`src/design/lpw_pkg.sv`:
```
package lpw_pkg;

    localparam int COORD_BITS_DEF = 12;
    localparam int COLOR_BITS     = 32;

    typedef enum logic {
        OP_LOAD = 1'b0,
        OP_STEP = 1'b1
    } t_op;

    // command from the handshake side into the walker
    typedef struct packed {
        logic load;
        logic step;
    } t_walk_cmd;

    // walker status for the point currently held
    typedef struct packed {
        logic active;
        logic last;
    } t_walk_stat;

endpackage

```
`src/design/lpw_in_if.sv`:
```
interface lpw_in_if
    import lpw_pkg::*;
#(
    parameter int COORD_BITS = COORD_BITS_DEF
);
    logic                  valid;
    logic                  ready;
    t_op                   op;
    logic [COORD_BITS-1:0] start_x;
    logic [COORD_BITS-1:0] start_y;
    logic [COORD_BITS-1:0] end_x;
    logic [COORD_BITS-1:0] end_y;
    logic [COLOR_BITS-1:0] pixel_color;
    logic                  blend_mode;

    modport source (
        output valid, op, start_x, start_y, end_x, end_y, pixel_color, blend_mode,
        input  ready
    );
    modport sink (
        input  valid, op, start_x, start_y, end_x, end_y, pixel_color, blend_mode,
        output ready
    );
endinterface

```
`src/design/lpw_out_if.sv`:
```
interface lpw_out_if
    import lpw_pkg::*;
#(
    parameter int COORD_BITS = COORD_BITS_DEF
);
    logic                  valid;
    logic                  ready;
    logic [COORD_BITS-1:0] point_x;
    logic [COORD_BITS-1:0] point_y;
    logic [COLOR_BITS-1:0] point_color;
    logic                  point_blend;
    logic                  valid_res;
    logic                  last;

    modport source (
        output valid, point_x, point_y, point_color, point_blend, valid_res, last,
        input  ready
    );
    modport sink (
        input  valid, point_x, point_y, point_color, point_blend, valid_res, last,
        output ready
    );
endinterface

```
`src/design/lpw_walk.sv`:
```
module lpw_walk
    import lpw_pkg::*;
#(
    parameter int COORD_BITS = COORD_BITS_DEF
) (
    input  logic                  i_clk,
    input  logic                  i_rst_n,
    input  t_walk_cmd             i_cmd,
    input  logic [COORD_BITS-1:0] i_start_x,
    input  logic [COORD_BITS-1:0] i_start_y,
    input  logic [COORD_BITS-1:0] i_end_x,
    input  logic [COORD_BITS-1:0] i_end_y,
    input  logic [COLOR_BITS-1:0] i_color,
    input  logic                  i_blend,
    output logic [COORD_BITS-1:0] o_x,
    output logic [COORD_BITS-1:0] o_y,
    output logic [COLOR_BITS-1:0] o_color,
    output logic                  o_blend,
    output t_walk_stat            o_stat
);

    localparam int EW = COORD_BITS + 2;  // stored error term
    localparam int SW = COORD_BITS + 3;  // trial sums

    logic [COORD_BITS-1:0] r_cur_x, r_cur_y, r_stop_x, r_stop_y;
    logic [COORD_BITS-1:0] r_span_x, r_span_y;
    logic                  r_y_down;
    logic signed [EW-1:0]  r_err;
    logic                  r_active;
    logic [COLOR_BITS-1:0] r_color;
    logic                  r_blend;

    logic                  swap;
    logic [COORD_BITS-1:0] ax, ay, bx, by;
    logic                  fin;
    logic signed [SW-1:0]  err_ext, ex, ey;
    logic [SW-1:0]         abs_ex, abs_ey;
    logic                  move_x;

    // order endpoints as a pair by x
    always_comb begin
        swap = (i_end_x < i_start_x);
        ax   = swap ? i_end_x   : i_start_x;
        ay   = swap ? i_end_y   : i_start_y;
        bx   = swap ? i_start_x : i_end_x;
        by   = swap ? i_start_y : i_end_y;
    end

    always_comb begin
        fin     = (r_cur_x == r_stop_x) && (r_cur_y == r_stop_y);
        err_ext = {r_err[EW-1], r_err};
        ex      = err_ext + $signed({3'b000, r_span_y});
        ey      = err_ext - $signed({3'b000, r_span_x});
        abs_ex  = ex[SW-1] ? SW'(-ex) : SW'(ex);
        abs_ey  = ey[SW-1] ? SW'(-ey) : SW'(ey);
        // tie goes to y
        move_x  = (abs_ex < abs_ey);
    end

    always_ff @(posedge i_clk) begin
        if (!i_rst_n) begin
            r_cur_x  <= '0;
            r_cur_y  <= '0;
            r_stop_x <= '0;
            r_stop_y <= '0;
            r_span_x <= '0;
            r_span_y <= '0;
            r_y_down <= 1'b0;
            r_err    <= '0;
            r_active <= 1'b0;
            r_color  <= '0;
            r_blend  <= 1'b0;
        end else if (i_cmd.load) begin
            r_cur_x  <= ax;
            r_cur_y  <= ay;
            r_stop_x <= bx;
            r_stop_y <= by;
            r_span_x <= bx - ax;
            r_y_down <= (by < ay);
            r_span_y <= (by < ay) ? (ay - by) : (by - ay);
            r_err    <= '0;
            r_active <= 1'b1;
            r_color  <= i_color;
            r_blend  <= i_blend;
        end else if (i_cmd.step && r_active) begin
            if (fin) begin
                r_active <= 1'b0;
            end else if (move_x) begin
                r_err   <= ex[EW-1:0];
                r_cur_x <= r_cur_x + 1'b1;
            end else begin
                r_err   <= ey[EW-1:0];
                r_cur_y <= r_y_down ? (r_cur_y - 1'b1) : (r_cur_y + 1'b1);
            end
        end
    end

    assign o_x         = r_cur_x;
    assign o_y         = r_cur_y;
    assign o_color     = r_color;
    assign o_blend     = r_blend;
    assign o_stat.active = r_active;
    assign o_stat.last   = fin;

`ifndef NO_ASSERTIONS
    // a finished line drops out of the walk
    a_last_ends: assert property (@(posedge i_clk) disable iff (!i_rst_n)
        (i_cmd.step && !i_cmd.load && r_active && fin) |=> !r_active)
        else $error("walk stayed active after last point");

    // a move changes exactly one coordinate
    a_one_axis: assert property (@(posedge i_clk) disable iff (!i_rst_n)
        (i_cmd.step && !i_cmd.load && r_active && !fin)
        |=> ((r_cur_x != $past(r_cur_x)) != (r_cur_y != $past(r_cur_y))))
        else $error("step did not move along exactly one axis");
`endif

endmodule

```
`src/design/line_point_walker_core.sv`:
```
// Four-connected line rasterizer core.
// Output: a step transfer shows its point on the output in the next cycle.
// Throughput: one item per cycle while o_out.ready holds; the output register
// is refilled in the cycle it is taken, and a load gives no output item.
// Reset: synchronous active-low; clears the walk (no line active) and o_out.valid.
module line_point_walker_core
    import lpw_pkg::*;
#(
    parameter int COORD_BITS = COORD_BITS_DEF
) (
    input  logic           i_clk,
    input  logic           i_rst_n,
    lpw_in_if.sink         i_in,
    lpw_out_if.source      o_out
);

    t_walk_cmd             walk_cmd;
    t_walk_stat            walk_stat;
    logic [COORD_BITS-1:0] walk_x, walk_y;
    logic [COLOR_BITS-1:0] walk_color;
    logic                  walk_blend;
    logic                  in_xfer;

    logic                  r_out_valid;
    logic [COORD_BITS-1:0] r_point_x, r_point_y;
    logic [COLOR_BITS-1:0] r_point_color;
    logic                  r_point_blend, r_valid_res, r_last;

    assign i_in.ready    = !r_out_valid || o_out.ready;
    assign in_xfer       = i_in.valid && i_in.ready;
    assign walk_cmd.load = in_xfer && (i_in.op == OP_LOAD);
    assign walk_cmd.step = in_xfer && (i_in.op == OP_STEP);

    lpw_walk #(
        .COORD_BITS (COORD_BITS)
    ) u_walk (
        .i_clk     (i_clk),
        .i_rst_n   (i_rst_n),
        .i_cmd     (walk_cmd),
        .i_start_x (i_in.start_x),
        .i_start_y (i_in.start_y),
        .i_end_x   (i_in.end_x),
        .i_end_y   (i_in.end_y),
        .i_color   (i_in.pixel_color),
        .i_blend   (i_in.blend_mode),
        .o_x       (walk_x),
        .o_y       (walk_y),
        .o_color   (walk_color),
        .o_blend   (walk_blend),
        .o_stat    (walk_stat)
    );

    always_ff @(posedge i_clk) begin
        if (!i_rst_n) begin
            r_out_valid <= 1'b0;
        end else if (walk_cmd.step) begin
            r_out_valid <= 1'b1;
        end else if (o_out.ready) begin
            r_out_valid <= 1'b0;
        end
    end

    // capture the current point; zeros when no line is active
    always_ff @(posedge i_clk) begin
        if (walk_cmd.step) begin
            r_point_x     <= walk_stat.active ? walk_x : '0;
            r_point_y     <= walk_stat.active ? walk_y : '0;
            r_point_color <= walk_stat.active ? walk_color : '0;
            r_point_blend <= walk_stat.active && walk_blend;
            r_valid_res   <= walk_stat.active;
            r_last        <= walk_stat.active && walk_stat.last;
        end
    end

    assign o_out.valid       = r_out_valid;
    assign o_out.point_x     = r_point_x;
    assign o_out.point_y     = r_point_y;
    assign o_out.point_color = r_point_color;
    assign o_out.point_blend = r_point_blend;
    assign o_out.valid_res   = r_valid_res;
    assign o_out.last        = r_last;

`ifndef NO_ASSERTIONS
    // a step with no line gives an empty point
    a_idle_step: assert property (@(posedge i_clk) disable iff (!i_rst_n)
        (walk_cmd.step && !walk_stat.active) |=> (r_out_valid && !r_valid_res && !r_last))
        else $error("step without a line did not give an empty result");

    // a load starts a line and never produces an output item by itself
    a_load_active: assert property (@(posedge i_clk) disable iff (!i_rst_n)
        walk_cmd.load |=> walk_stat.active)
        else $error("load did not start a line");

    a_load_no_out: assert property (@(posedge i_clk) disable iff (!i_rst_n)
        (walk_cmd.load && (!r_out_valid || o_out.ready)) |=> !r_out_valid)
        else $error("load produced an output item");

    // an emitted last point always carries a valid point
    a_last_valid: assert property (@(posedge i_clk) disable iff (!i_rst_n)
        (r_out_valid && r_last) |-> r_valid_res)
        else $error("last flagged on an empty result");
`endif

endmodule
```
`src/flat_wrapper.sv`:
```
// flat-port wrapper written by rule: the top's interface ports become plain ports
module line_point_walker_core_flat import lpw_pkg::*;
#(
    parameter int COORD_BITS = COORD_BITS_DEF
)
  (i_clk, i_rst_n, i_in_valid, i_in_op, i_in_start_x, i_in_start_y, i_in_end_x, i_in_end_y, i_in_pixel_color, i_in_blend_mode, i_in_ready, o_out_valid, o_out_point_x, o_out_point_y, o_out_point_color, o_out_point_blend, o_out_valid_res, o_out_last, o_out_ready);
  lpw_in_if #(.COORD_BITS(COORD_BITS)) i_in_i ();
  lpw_out_if #(.COORD_BITS(COORD_BITS)) o_out_i ();
  input  logic i_clk;
  input  logic i_rst_n;
  input wire logic [$bits(i_in_i.valid)-1:0] i_in_valid;
  input wire logic [$bits(i_in_i.op)-1:0] i_in_op;
  input wire logic [$bits(i_in_i.start_x)-1:0] i_in_start_x;
  input wire logic [$bits(i_in_i.start_y)-1:0] i_in_start_y;
  input wire logic [$bits(i_in_i.end_x)-1:0] i_in_end_x;
  input wire logic [$bits(i_in_i.end_y)-1:0] i_in_end_y;
  input wire logic [$bits(i_in_i.pixel_color)-1:0] i_in_pixel_color;
  input wire logic [$bits(i_in_i.blend_mode)-1:0] i_in_blend_mode;
  output wire logic [$bits(i_in_i.ready)-1:0] i_in_ready;
  output wire logic [$bits(o_out_i.valid)-1:0] o_out_valid;
  output wire logic [$bits(o_out_i.point_x)-1:0] o_out_point_x;
  output wire logic [$bits(o_out_i.point_y)-1:0] o_out_point_y;
  output wire logic [$bits(o_out_i.point_color)-1:0] o_out_point_color;
  output wire logic [$bits(o_out_i.point_blend)-1:0] o_out_point_blend;
  output wire logic [$bits(o_out_i.valid_res)-1:0] o_out_valid_res;
  output wire logic [$bits(o_out_i.last)-1:0] o_out_last;
  input wire logic [$bits(o_out_i.ready)-1:0] o_out_ready;
  assign i_in_i.valid = i_in_valid;
  assign i_in_i.op = i_in_op;
  assign i_in_i.start_x = i_in_start_x;
  assign i_in_i.start_y = i_in_start_y;
  assign i_in_i.end_x = i_in_end_x;
  assign i_in_i.end_y = i_in_end_y;
  assign i_in_i.pixel_color = i_in_pixel_color;
  assign i_in_i.blend_mode = i_in_blend_mode;
  assign i_in_ready = i_in_i.ready;
  assign o_out_valid = o_out_i.valid;
  assign o_out_point_x = o_out_i.point_x;
  assign o_out_point_y = o_out_i.point_y;
  assign o_out_point_color = o_out_i.point_color;
  assign o_out_point_blend = o_out_i.point_blend;
  assign o_out_valid_res = o_out_i.valid_res;
  assign o_out_last = o_out_i.last;
  assign o_out_i.ready = o_out_ready;
  line_point_walker_core #(.COORD_BITS(COORD_BITS)) u_core (.i_clk(i_clk), .i_rst_n(i_rst_n), .i_in(i_in_i), .o_out(o_out_i));
endmodule
```
`config.mk`:
```
export PLATFORM = sky130hd
export DESIGN_NAME = line_point_walker_core_flat
export DESIGN_NICKNAME = d
export VERILOG_FILES = /design/src/design/lpw_pkg.sv /design/src/design/lpw_in_if.sv /design/src/design/lpw_out_if.sv /design/src/design/lpw_walk.sv /design/src/design/line_point_walker_core.sv /design/src/flat_wrapper.sv
export SDC_FILE = /design/constraint.sdc
export NUM_CORES = 1
export LEC_CHECK = 0
export BUFFER_PORTS_ARGS = -buffer_cell sky130_fd_sc_hd__buf_2
export CAP_MARGIN = 20
export CORE_UTILIZATION = 52
export DETAILED_ROUTE_END_ITERATION = 10
export GPL_ROUTABILITY_DRIVEN = 0
export PLACE_DENSITY_LB_ADDON = 0.15
export SLEW_MARGIN = 15
export SYNTH_ARGS = -nofsm -noshare
export SYNTH_HDL_FRONTEND = slang
export SYNTH_SLANG_ARGS = --single-unit
```
`constraint.sdc`:
```
create_clock -name i_clk -period 13.45 [get_ports i_clk]
set_input_delay 0.6725 -clock i_clk [delete_from_list [all_inputs] [get_ports i_clk]]
set_output_delay 0.6725 -clock i_clk [all_outputs]
set_load 0.02 [all_outputs]
```
==> flow_summary.html, run 1 <==
<table>
<tr><th>Metric</th><th>Value</th></tr>
<tr><th colspan="2">Outcome</th></tr>
<tr><td>Result of the run</td><td>finished clean</td></tr>
<tr><th colspan="2">Setup path</th></tr>
<tr><td>Setup slack on the worst flop-to-flop path</td><td>~7.5 ns</td></tr>
<tr><td>Max incr delay on CP</td><td>0.57 ns</td></tr>
<tr><td>Largest driver fanout on the critical path</td><td>8</td></tr>
<tr><td>Most used cell along the critical path</td><td>sky130_fd_sc_hd__nand2_1</td></tr>
<tr><td>Worst EP arrival</td><td>between 6 and 7 ns</td></tr>
<tr><td>Worst Path Required</td><td>roughly 14 ns</td></tr>
<tr><td>Library cell contributing the largest single delay on the critical path</td><td>sky130_fd_sc_hd__a22oi_1</td></tr>
<tr><td>Critical path startpoint category</td><td>flip-flop</td></tr>
<tr><td>Endpoint class of the critical path</td><td>flip-flop</td></tr>
<tr><td>CP startpoint</td><td>u_core.u_walk.r_err[0]</td></tr>
<tr><td>R2R Path End</td><td>u_core.u_walk.o_x[11]</td></tr>
<tr><td>Worst reg-to-reg path cell count</td><td>26</td></tr>
<tr><td>Cell depth of the worst setup path</td><td>26</td></tr>
<tr><td>Crit path to</td><td>u_core.u_walk.o_x[11]</td></tr>
<tr><td>Crit Path Category</td><td>reg -&gt; reg</td></tr>
<tr><td>Count of buffering cells on the critical path with inverters included</td><td>1</td></tr>
<tr><td>Top delay family on crit path</td><td>compound AO/OA/AOI/OAI gates</td></tr>
<tr><td>Crit Reg-Reg Startpoint</td><td>u_core.u_walk.r_err[0]</td></tr>
<tr><th colspan="2">Timing</th></tr>
<tr><td>Slew of the pin with the lowest slew margin</td><td>about 0.85 ns</td></tr>
<tr><td>Worst Clk Skew</td><td>about 0.015 ns</td></tr>
<tr><td>Max Freq</td><td>168 MHz</td></tr>
<tr><td>Final slew viol count</td><td>0</td></tr>
<tr><td>Relative slew slack</td><td>a little over two fifths</td></tr>
<tr><td>Part of the cycle the worst path needs</td><td>44.2%</td></tr>
<tr><td>Final period demand of the worst path</td><td>5.95 ns</td></tr>
<tr><td>Sum of negative setup slack</td><td>0 ns</td></tr>
<tr><td>Count of endpoints failing setup in the final report</td><td>0</td></tr>
<tr><td>Count of final hold-check violations</td><td>0</td></tr>
<tr><td>Setup repair after global routing missed its margin</td><td>false</td></tr>
<tr><th colspan="2">Power and ir drop</th></tr>
<tr><td>Sw Ratio</td><td>between 30% and 40%</td></tr>
<tr><td>Switching power of the nets</td><td>between 0.0005 and 0.0006 W</td></tr>
<tr><td>Power, Total</td><td>approximately 0.0016 W</td></tr>
<tr><td>Portion of total power attributed to the clock network</td><td>30.0%</td></tr>
<tr><td>Pint</td><td>0.00103 W</td></tr>
<tr><td>Power density cells</td><td>between 100 and 150 nW/um2</td></tr>
<tr><td>Max rail drop VDD</td><td>0.0759 mV</td></tr>
<tr><td>Power share of the combinational group</td><td>between 30% and 40%</td></tr>
<tr><td>Lkg Pwr</td><td>~5.6 nW</td></tr>
<tr><td>Sequential share of power</td><td>about 39%</td></tr>
<tr><th colspan="2">Yosys</th></tr>
<tr><td>Most common cell in the netlist</td><td>sky130_fd_sc_hd__nand2_1</td></tr>
<tr><td>Most used flip-flop cell after synthesis</td><td>sky130_fd_sc_hd__dfxtp_1</td></tr>
<tr><td>Count of distinct cell types in the synthesized netlist</td><td>88</td></tr>
<tr><td>Simple-gate share of the synthesized area</td><td>about 22%</td></tr>
<tr><td>Most used standard cells in the synthesized netlist</td><td>sky130_fd_sc_hd__nand2_1 (213), sky130_fd_sc_hd__a21oi_1 (134), sky130_fd_sc_hd__dfxtp_1 (122), sky130_fd_sc_hd__nor2_1 (120), sky130_fd_sc_hd__o21ai_0 (72)</td></tr>
<tr><td>Async S/R FF share, synth</td><td>0%</td></tr>
<tr><td>Most area-consuming cells after synthesis</td><td>sky130_fd_sc_hd__dfxtp_1 (20%), sky130_fd_sc_hd__edfxtp_1 (14%), sky130_fd_sc_hd__ha_1 (6.7%)</td></tr>
<tr><td>Share of the synthesized netlist area taken by xor and xnor gates</td><td>under 10%</td></tr>
<tr><td>Netlist area before placement</td><td>12200 um2</td></tr>
<tr><td>Post-synthesis compound-gate area fraction</td><td>between 20 and 25%</td></tr>
<tr><td>Cell type with the highest aggregate area in the netlist</td><td>sky130_fd_sc_hd__dfxtp_1</td></tr>
<tr><td>Synthesized-area fraction occupied by adder cells</td><td>7.40%</td></tr>
<tr><td>Register area share after synthesis</td><td>around a third</td></tr>
<tr><td>Mean instance size in the synthesized netlist</td><td>8.18 um2</td></tr>
<tr><td>Combinational family with the most area after synthesis</td><td>simple AND/OR/NAND/NOR gates</td></tr>
<tr><td>Synth Register Bits</td><td>around 180</td></tr>
<tr><td>Share of synthesized area spent on multiplexers</td><td>approximately 2.3%</td></tr>
<tr><td>Number of synthesized flops with an enable pin</td><td>59</td></tr>
<tr><td>Area fraction of the dominant cell type after synthesis</td><td>between 10% and 20%</td></tr>
<tr><td>Instance count of the mapped netlist</td><td>about 1500</td></tr>
<tr><td>Post-synthesis net count</td><td>~1700</td></tr>
<tr><td>Number of warning messages in the yosys log</td><td>0</td></tr>
<tr><th colspan="2">Clock tree</th></tr>
<tr><td>Post-cts hold buffer count</td><td>0</td></tr>
<tr><td>Clock input transition at the sequential cells of the worst setup and hold paths</td><td>roughly 0.070 ns</td></tr>
<tr><td>CTS tree</td><td>yes</td></tr>
<tr><td>Latest clock arrival within the worst-skew pair</td><td>approximately 0.43 ns</td></tr>
<tr><td>Deepest level of the CTS H-tree</td><td>4</td></tr>
<tr><td>Number of buffers on the longest clock path</td><td>2</td></tr>
<tr><td>Clock buffer count from CTS</td><td>17</td></tr>
<tr><td>Clk sinks</td><td>181</td></tr>
<tr><td>Postcts setup bufs</td><td>0</td></tr>
<tr><td>Count of cells resized by post-cts repair</td><td>0</td></tr>
<tr><td>Root buffer selected by CTS</td><td>sky130_fd_sc_hd__clkbuf_16</td></tr>
<tr><th colspan="2">Finish</th></tr>
<tr><td>Non-filler instance count after layout</td><td>approximately 1900</td></tr>
<tr><td>Share of post-route cells with drive strength above 1</td><td>13.9%</td></tr>
<tr><td>Final net count</td><td>1750</td></tr>
<tr><td>Filler Cell Count</td><td>around 2200</td></tr>
<tr><td>Post-synthesis to final-layout area growth</td><td>11.7%</td></tr>
<tr><td>Diode insertion count for antenna repair</td><td>0</td></tr>
<tr><th colspan="2">Floorplan</th></tr>
<tr><td>Core Box Area</td><td>around 23000 um2</td></tr>
<tr><td>Number of top-level pins</td><td>around 150</td></tr>
<tr><td>Starting Density</td><td>a little over half</td></tr>
<tr><td>Overall die area</td><td>between 20000 and 25000 um2</td></tr>
<tr><td>Site Rows</td><td>55</td></tr>
<tr><td>Width of the die</td><td>about 160 um</td></tr>
<tr><td>Vertical die dimension</td><td>155 um</td></tr>
<tr><th colspan="2">Routing</th></tr>
<tr><td>Detailed-route DRC error count</td><td>0</td></tr>
<tr><td>DR vias</td><td>~11000</td></tr>
<tr><td>Routed wire length</td><td>about 34000 um</td></tr>
<tr><td>Wire length per cell after detailed routing</td><td>~18 um</td></tr>
<tr><td>Detailed-route vias per instance</td><td>~5.9</td></tr>
<tr><td>Number of antenna-violating nets in the routed design</td><td>0</td></tr>
<tr><td>Number of detailed-routing iterations run before antenna repair</td><td>5</td></tr>
<tr><td>Drt initial violations</td><td>roughly 920</td></tr>
<tr><th colspan="2">Global routing</th></tr>
<tr><td>Overall global routing resource usage</td><td>28.4%</td></tr>
<tr><td>Remaining global-route overflow</td><td>0</td></tr>
<tr><td>Wire length of the first global-routing pass</td><td>54200 um</td></tr>
<tr><td>Antenna violations before repair</td><td>3</td></tr>
<tr><td>Vias in the first global route</td><td>between 10000 and 15000</td></tr>
<tr><td>Maximum number of pins on one net before global-route repair</td><td>just over 80</td></tr>
<tr><th colspan="2">Place</th></tr>
<tr><td>Final HPWL DP</td><td>~25000 um</td></tr>
<tr><td>Port Buf Inserts</td><td>between 100 and 150</td></tr>
<tr><td>Total placed cells including tap cells</td><td>approximately 1900</td></tr>
<tr><th colspan="2">Min path</th></tr>
<tr><td>Hold crit path type</td><td>reg -&gt; reg</td></tr>
<tr><th colspan="2">Flow run</th></tr>
<tr><td># Max-Cap Violations</td><td>0</td></tr>
</table>
## flip-flops by register name, indices dropped and copies added, names as in the netlist, 12 cells and up
signal and cells:
u_core.u_walk.o_x 12, u_core.o_out.point_color 32, u_core.u_walk.r_stop_x 12, u_core.o_out.point_x 12, u_core.u_walk.o_color 32, u_core.u_walk.r_span_x 12, u_core.u_walk.r_err 14, u_core.u_walk.r_span_y 12
u_core.u_walk.r_stop_y 12, u_core.o_out.point_y 12, u_core.u_walk.o_y 12
## worst min path at each step
stage | start | endpoint | slack (ns) | cells after the start
6_report | u_core.u_walk.o_color[1] | u_core.u_walk.o_color[1] | 0.45 | 2
5_1_grt | i_in_pixel_color[15] | u_core.u_walk.o_color[15] | 0.47 | 3
4_1_cts | u_core.u_walk.o_color[0] | u_core.u_walk.o_color[0] | 0.45 | 2
3_5_place_dp | u_core.u_walk.o_color[18] | u_core.u_walk.o_color[18] | 0.44 | 2
3_3_place_gp | u_core.u_walk.o_color[27] | u_core.u_walk.o_color[27] | 0.44 | 2
2_1_floorplan | u_core.u_walk.r_span_y[5] | u_core.u_walk.r_span_y[5] | 0.43 | 2
## layer usage
metal	up-vias	GRT usage, %	wire (um)
met3	56	4.23	2240
met2	412	47.4	16200
met4	6	10.6	992
met1	5370	37.2	14800
met5	-	0	34
li1	5528	-	-
## kinds of logic (layout without fill, tap and decap cells)
| family | count (synthesis) | after routing |
|---|---|---|
| DFF | 181 | 181 |
| xor gates and xnor gates | 105 | 105 |
| other | 2 | 2 |
| and+or+nand+nor | 565 | 565 |
| adders and majority gates | 71 | 71 |
| buffers and inverters | 132 | 243 |
| AOI/OAI and AO/OA | 413 | 413 |
| muxes | 28 | 28 |
## final cells by class
cell class	count	area [um2]	share of cell area, %
well taps	313	392	2.86
inverters	54	203	1.48
flip-flops and latches	181	4210	30.8
clock buffers	17	425	3.11
clock inverters	15	139	1.02
multi-input cells	1184	7490	54.8
repair buffers	157	813	5.95
## layout by cell type, fill, tap and decap left out, types with 5 or more instances in the layout
| master | count |
|---|---|
| sky130_fd_sc_hd__a211oi_1 | 19 |
| sky130_fd_sc_hd__a21o_1 | 14 |
| sky130_fd_sc_hd__a21oi_1 | 134 |
| sky130_fd_sc_hd__a221oi_1 | 9 |
| sky130_fd_sc_hd__a311oi_1 | 10 |
| sky130_fd_sc_hd__a31oi_1 | 21 |
| sky130_fd_sc_hd__and2_1 | 67 |
| sky130_fd_sc_hd__and3_1 | 9 |
| sky130_fd_sc_hd__buf_2 | 146 |
| sky130_fd_sc_hd__buf_4 | 11 |
| sky130_fd_sc_hd__clkbuf_16 | 17 |
| sky130_fd_sc_hd__dfxtp_1 | 122 |
| sky130_fd_sc_hd__edfxtp_1 | 59 |
| sky130_fd_sc_hd__ha_1 | 66 |
| sky130_fd_sc_hd__inv_1 | 52 |
| sky130_fd_sc_hd__mux2i_1 | 26 |
| sky130_fd_sc_hd__nand2_1 | 213 |
| sky130_fd_sc_hd__nand2b_1 | 19 |
| sky130_fd_sc_hd__nand3_1 | 21 |
| sky130_fd_sc_hd__nand4_1 | 15 |
| sky130_fd_sc_hd__nor2_1 | 119 |
| sky130_fd_sc_hd__nor2b_1 | 26 |
| sky130_fd_sc_hd__nor3_1 | 26 |
| sky130_fd_sc_hd__nor4_1 | 14 |
| sky130_fd_sc_hd__o211ai_1 | 15 |
| sky130_fd_sc_hd__o21a_1 | 9 |
| sky130_fd_sc_hd__o21ai_0 | 72 |
| sky130_fd_sc_hd__o21ai_1 | 25 |
| sky130_fd_sc_hd__o21bai_1 | 7 |
| sky130_fd_sc_hd__o221ai_1 | 5 |
| sky130_fd_sc_hd__o22ai_1 | 14 |
| sky130_fd_sc_hd__or2_2 | 5 |
| sky130_fd_sc_hd__or3_1 | 8 |
| sky130_fd_sc_hd__xnor2_1 | 58 |
| sky130_fd_sc_hd__xor2_1 | 46 |
## power by group through the flow
stage | combinational (W) | clock, W | sequential (W)
5_1_grt | 0.000556 | 0.000510 | 0.000618
3_5_place_dp | 0.000496 | 0 | 0.000627
3_3_place_gp | 0.000488 | 0 | 0.000626
4_1_cts | 0.000498 | 0.000488 | 0.000614
2_1_floorplan | 0.000366 | 0 | 0.000626
6_report | 0.000504 | 0.000479 | 0.000615
## per-stage QoR
stage / area, um2 / setup slack [ns] / hold slack (ns) / util, %
after floorplan: 12200 / 8.45 / 0.430 / -
after CTS: 13700 / 7.55 / 0.452 / 59.9
after global routing: 13700 / 6.98 / 0.466 / 59.9
after detailed placement: 13100 / 7.58 / 0.442 / 57.4
after global placement: 13100 / 7.76 / 0.438 / 57.4
final: 13700 / 7.50 / 0.449 / 59.9
## worst register-to-register path, delay by kind of cell, from the launching register on
family | cells | cell delay (ns)
XOR/XNOR | 2 | 0.30
AND/OR/NAND/NOR | 9 | 1.59
AO/OA/AOI/OAI | 11 | 2.62
buffers and inverters | 1 | 0.05
flip-flops | 1 | 0.35
adder cells (fa/ha/maj) | 3 | 0.89
Note: power is estimated with default switching activity, not from simulation.
==> run 2, diff against run 1 <==
- clock period: 13.45 -> 5.1 ns (I/O delays scaled with it)
==> flow_summary.html, run 2 (synthesis results as in run 1) <==
<table>
<tr><th>Metric</th><th>Value</th></tr>
<tr><th colspan="2">Timing</th></tr>
<tr><td>Part of the cycle the worst path needs</td><td>97.8% (+54 points)</td></tr>
<tr><td>Setup repair after global routing missed its margin</td><td>true</td></tr>
<tr><td>Final slew viol count</td><td>0 (unchanged)</td></tr>
<tr><td>Relative slew slack</td><td>42.0% (-1.1 points)</td></tr>
<tr><td>Count of endpoints failing setup in the final report</td><td>0 (unchanged)</td></tr>
<tr><td>Sum of negative setup slack</td><td>0 ns (unchanged)</td></tr>
<tr><td>Count of final hold-check violations</td><td>0 (unchanged)</td></tr>
<tr><td>Final setup margin</td><td>0.113 ns (-7.39 ns)</td></tr>
<tr><td>Max Freq</td><td>201 MHz (+19%)</td></tr>
<tr><td>Final period demand of the worst path</td><td>4.99 ns (-0.961 ns)</td></tr>
<tr><td>Worst Clk Skew</td><td>0.0182 ns (+0.00305 ns)</td></tr>
<tr><td>Slew of the pin with the lowest slew margin</td><td>0.870 ns (+0.0166 ns)</td></tr>
<tr><th colspan="2">Routing</th></tr>
<tr><td>Routed wire length</td><td>35900 um (+4.6%)</td></tr>
<tr><td>Drt initial violations</td><td>701 (-24%)</td></tr>
<tr><td>DR vias</td><td>11513 (+1.2%)</td></tr>
<tr><td>Detailed-route vias per instance</td><td>5.85 (-1.2%)</td></tr>
<tr><td>Number of antenna-violating nets in the routed design</td><td>0 (unchanged)</td></tr>
<tr><td>Wire length per cell after detailed routing</td><td>18.2 um (+2.1%)</td></tr>
<tr><td>Detailed-route DRC error count</td><td>0 (unchanged)</td></tr>
<tr><td>Number of detailed-routing iterations run before antenna repair</td><td>5 (unchanged)</td></tr>
<tr><th colspan="2">Setup path</th></tr>
<tr><td>Worst reg-to-reg path cell count</td><td>25 (-3.8%)</td></tr>
<tr><td>Largest driver fanout on the critical path</td><td>4 (-4)</td></tr>
<tr><td>Setup slack on the worst flop-to-flop path</td><td>0.11 ns (-7.39 ns)</td></tr>
<tr><td>Crit Reg-Reg Startpoint</td><td>u_core.u_walk.r_span_x[1]</td></tr>
<tr><td>Endpoint class of the critical path</td><td>flip-flop</td></tr>
<tr><td>Max incr delay on CP</td><td>0.38 ns (-0.19 ns)</td></tr>
<tr><td>Critical path startpoint category</td><td>flip-flop</td></tr>
<tr><td>Worst Path Required</td><td>5.40 ns (-8.33 ns)</td></tr>
<tr><td>R2R Path End</td><td>u_core.u_walk.o_x[11]</td></tr>
<tr><td>Worst EP arrival</td><td>5.28 ns (-0.95 ns)</td></tr>
<tr><td>Library cell contributing the largest single delay on the critical path</td><td>sky130_fd_sc_hd__dfxtp_2</td></tr>
<tr><td>Crit Path Category</td><td>reg -&gt; reg</td></tr>
<tr><th colspan="2">Finish</th></tr>
<tr><td>Final cell area excluding filler cells</td><td>14300 um2 (+4.6%)</td></tr>
<tr><td>Final net count</td><td>1796 (+2.6%)</td></tr>
<tr><td>Commonest cells after routing, fill and taps aside</td><td>sky130_fd_sc_hd__nand2_1 (212), sky130_fd_sc_hd__buf_2 (146), sky130_fd_sc_hd__a21oi_1 (132), sky130_fd_sc_hd__dfxtp_1 (118), sky130_fd_sc_hd__nor2_1 (115)</td></tr>
<tr><td>Filler Cell Count</td><td>2061 (-4.6%)</td></tr>
<tr><td>Leading cell type in the layout, fill and taps excluded</td><td>sky130_fd_sc_hd__nand2_1</td></tr>
<tr><td>Post-synthesis to final-layout area growth</td><td>16.8%</td></tr>
<tr><td>Share of post-route cells with drive strength above 1</td><td>19.0% (+5.1 points)</td></tr>
<tr><th colspan="2">Power and ir drop</th></tr>
<tr><td>Lkg Pwr</td><td>5.91 nW (+5.1%)</td></tr>
<tr><td>Sequential share of power</td><td>36.2% (-2.3 points)</td></tr>
<tr><td>Sw Ratio</td><td>36.1% (+0.52 points)</td></tr>
<tr><td>Max rail drop VDD</td><td>0.202 mV (+170%)</td></tr>
<tr><td>Power share of the combinational group</td><td>34.4% (+2.9 points)</td></tr>
<tr><td>Power density cells</td><td>313 nW/um2 (+170%)</td></tr>
<tr><td>Switching power of the nets</td><td>0.00161 W (+180%)</td></tr>
<tr><td>Pint</td><td>0.00286 W (+180%)</td></tr>
<tr><td>Portion of total power attributed to the clock network</td><td>29.4% (-0.6 points)</td></tr>
<tr><th colspan="2">Min path</th></tr>
<tr><td>Hold crit path type</td><td>in -&gt; reg</td></tr>
<tr><td>Hold path startpoint</td><td>i_in_pixel_color[27]</td></tr>
<tr><td>End point of the worst hold path</td><td>u_core.u_walk.o_color[27]</td></tr>
<tr><td>Number of instances on the worst hold path</td><td>3 (+1)</td></tr>
<tr><th colspan="2">Place</th></tr>
<tr><td>Post-placement cell area</td><td>13400 um2 (+2.2%)</td></tr>
<tr><td>Final HPWL DP</td><td>26000 um (+2.0%)</td></tr>
<tr><td>Port Buf Inserts</td><td>146 (unchanged)</td></tr>
<tr><td>Worst slack after detailed placement</td><td>-0.212 ns (-7.79 ns)</td></tr>
<tr><th colspan="2">Floorplan</th></tr>
<tr><td>Site Rows</td><td>55 (unchanged)</td></tr>
<tr><td>Vertical die dimension</td><td>155 um (unchanged)</td></tr>
<tr><td>Core Box Area</td><td>22800 um2 (unchanged)</td></tr>
<tr><td>Number of top-level pins</td><td>147 (unchanged)</td></tr>
<tr><td>Width of the die</td><td>155 um (unchanged)</td></tr>
<tr><td>Starting Density</td><td>53.6% (unchanged)</td></tr>
<tr><td>Overall die area</td><td>24200 um2 (unchanged)</td></tr>
<tr><th colspan="2">Clock tree</th></tr>
<tr><td>Deepest level of the CTS H-tree</td><td>4 (unchanged)</td></tr>
<tr><td>Number of buffers on the longest clock path</td><td>2 (unchanged)</td></tr>
<tr><td>Latest clock arrival within the worst-skew pair</td><td>0.44 ns (about the same)</td></tr>
<tr><td>Clock buffer count from CTS</td><td>17 (unchanged)</td></tr>
<tr><td>Clock input transition at the sequential cells of the worst setup and hold paths</td><td>0.08 ns (about the same)</td></tr>
<tr><td>Root buffer selected by CTS</td><td>sky130_fd_sc_hd__clkbuf_16</td></tr>
<tr><td>Clk sinks</td><td>181 (unchanged)</td></tr>
<tr><td>CTS tree</td><td>yes</td></tr>
<tr><th colspan="2">Global routing</th></tr>
<tr><td>Maximum number of pins on one net before global-route repair</td><td>74 (-9.8%)</td></tr>
<tr><td>Wire length of the first global-routing pass</td><td>55800 um (+3.0%)</td></tr>
<tr><td>Antenna violations before repair</td><td>3 (unchanged)</td></tr>
<tr><td>Vias in the first global route</td><td>10723 (+2.3%)</td></tr>
<tr><td>Overall global routing resource usage</td><td>29.5% (+1.0 points)</td></tr>
<tr><td>Remaining global-route overflow</td><td>0 (unchanged)</td></tr>
<tr><th colspan="2">Outcome</th></tr>
<tr><td>Result of the run</td><td>finished clean</td></tr>
<tr><th colspan="2">Flow run</th></tr>
<tr><td># Max-Cap Violations</td><td>0 (unchanged)</td></tr>
</table>
run 2: cell types whose count changed in the layout (fill, tap and decap cells not counted), sizes merged:
cell	delta
buf	+46
clkbuf	+1
clkinv	+1
clkinvlp	+2
diode	+1
inv	-4
run 2: worst max path at each step:
stage / from / to / slack (ns) / cells after the start
global placement: u_core.u_walk.r_span_x[2] / u_core.u_walk.o_x[11] / -0.05 / 26
finish: u_core.u_walk.r_span_x[1] / u_core.u_walk.o_x[11] / 0.11 / 25
detailed placement: u_core.u_walk.r_span_x[2] / u_core.u_walk.o_x[10] / -0.21 / 26
global route: u_core.u_walk.r_span_x[1] / u_core.u_walk.o_x[11] / -0.14 / 25
floorplan: u_core.u_walk.r_err[0] / u_core.u_walk.o_x[10] / 0.1 / 26
CTS: u_core.u_walk.r_err[0] / u_core.u_walk.o_x[10] / -0.03 / 24
run 2: timing repair:
| action | 4_1_cts | 5_1_grt |
|---|---|---|
| setup buffers | 0 | 7 |
| endpoints found under the setup margin | 29 | 37 |
| resized for setup | 10 | 45 |
| hold endpoints to repair | 0 | 0 |
| pin swaps | 4 | 37 |
| hold buffers | 0 | 0 |
run 2: metal layers:
metal	vias to the layer above	track usage (%)	wire length, um
li1	5623	-	-
met1	5404	38.4	15500
met2	406	48.5	16900
met3	76	4.93	2290
met4	4	12.0	1180
met5	-	0	29
run 2: cell type report:
cell class / count / area (um2) / area share (%)
Clock inverter: 14 / 168 / 1.17
Timing Repair Buffer: 203 / 1160 / 8.10
Inverter: 54 / 203 / 1.42
Antenna cell: 1 / 2.50 / 0.0175
Clock buffer: 18 / 429 / 3.00
Tap cell: 313 / 392 / 2.74
Sequential cell: 181 / 4220 / 29.5
Multi-Input combinational cell: 1184 / 7730 / 54.1
run 2: worst max-delay path: cells and delay by family (launching register included):
| family | cells | cell delay [ns] |
|---|---|---|
| buf+inv | 2 | 0.23 |
| compound gates | 8 | 1.23 |
| fa+ha+maj | 2 | 0.57 |
| simple gates | 10 | 2.05 |
| xor+xnor | 3 | 0.39 |
| flops | 1 | 0.38 |
run 2: power groups by stage:
stage / sequential (W) / combinational, W / clock, W
after CTS: 0.00162 / 0.00143 / 0.00133
after global routing: 0.00163 / 0.00169 / 0.00139
after global placement: 0.00165 / 0.00138 / 0
final: 0.00162 / 0.00154 / 0.00131
after detailed placement: 0.00165 / 0.00140 / 0
after floorplan: 0.00165 / 0.000966 / 0
run 2: stage by stage:
stage	power, W	util (%)	hold WS, ns	std cells
final	0.00448	62.6	0.0510	1968
after global routing	0.00470	62.6	0.0513	1967
after CTS	0.00439	61.5	0.0433	1960
after detailed placement	0.00306	58.7	0.442	1928
after global placement	0.00303	58.7	0.438	1928
after floorplan	0.00262	-	0.391	1497
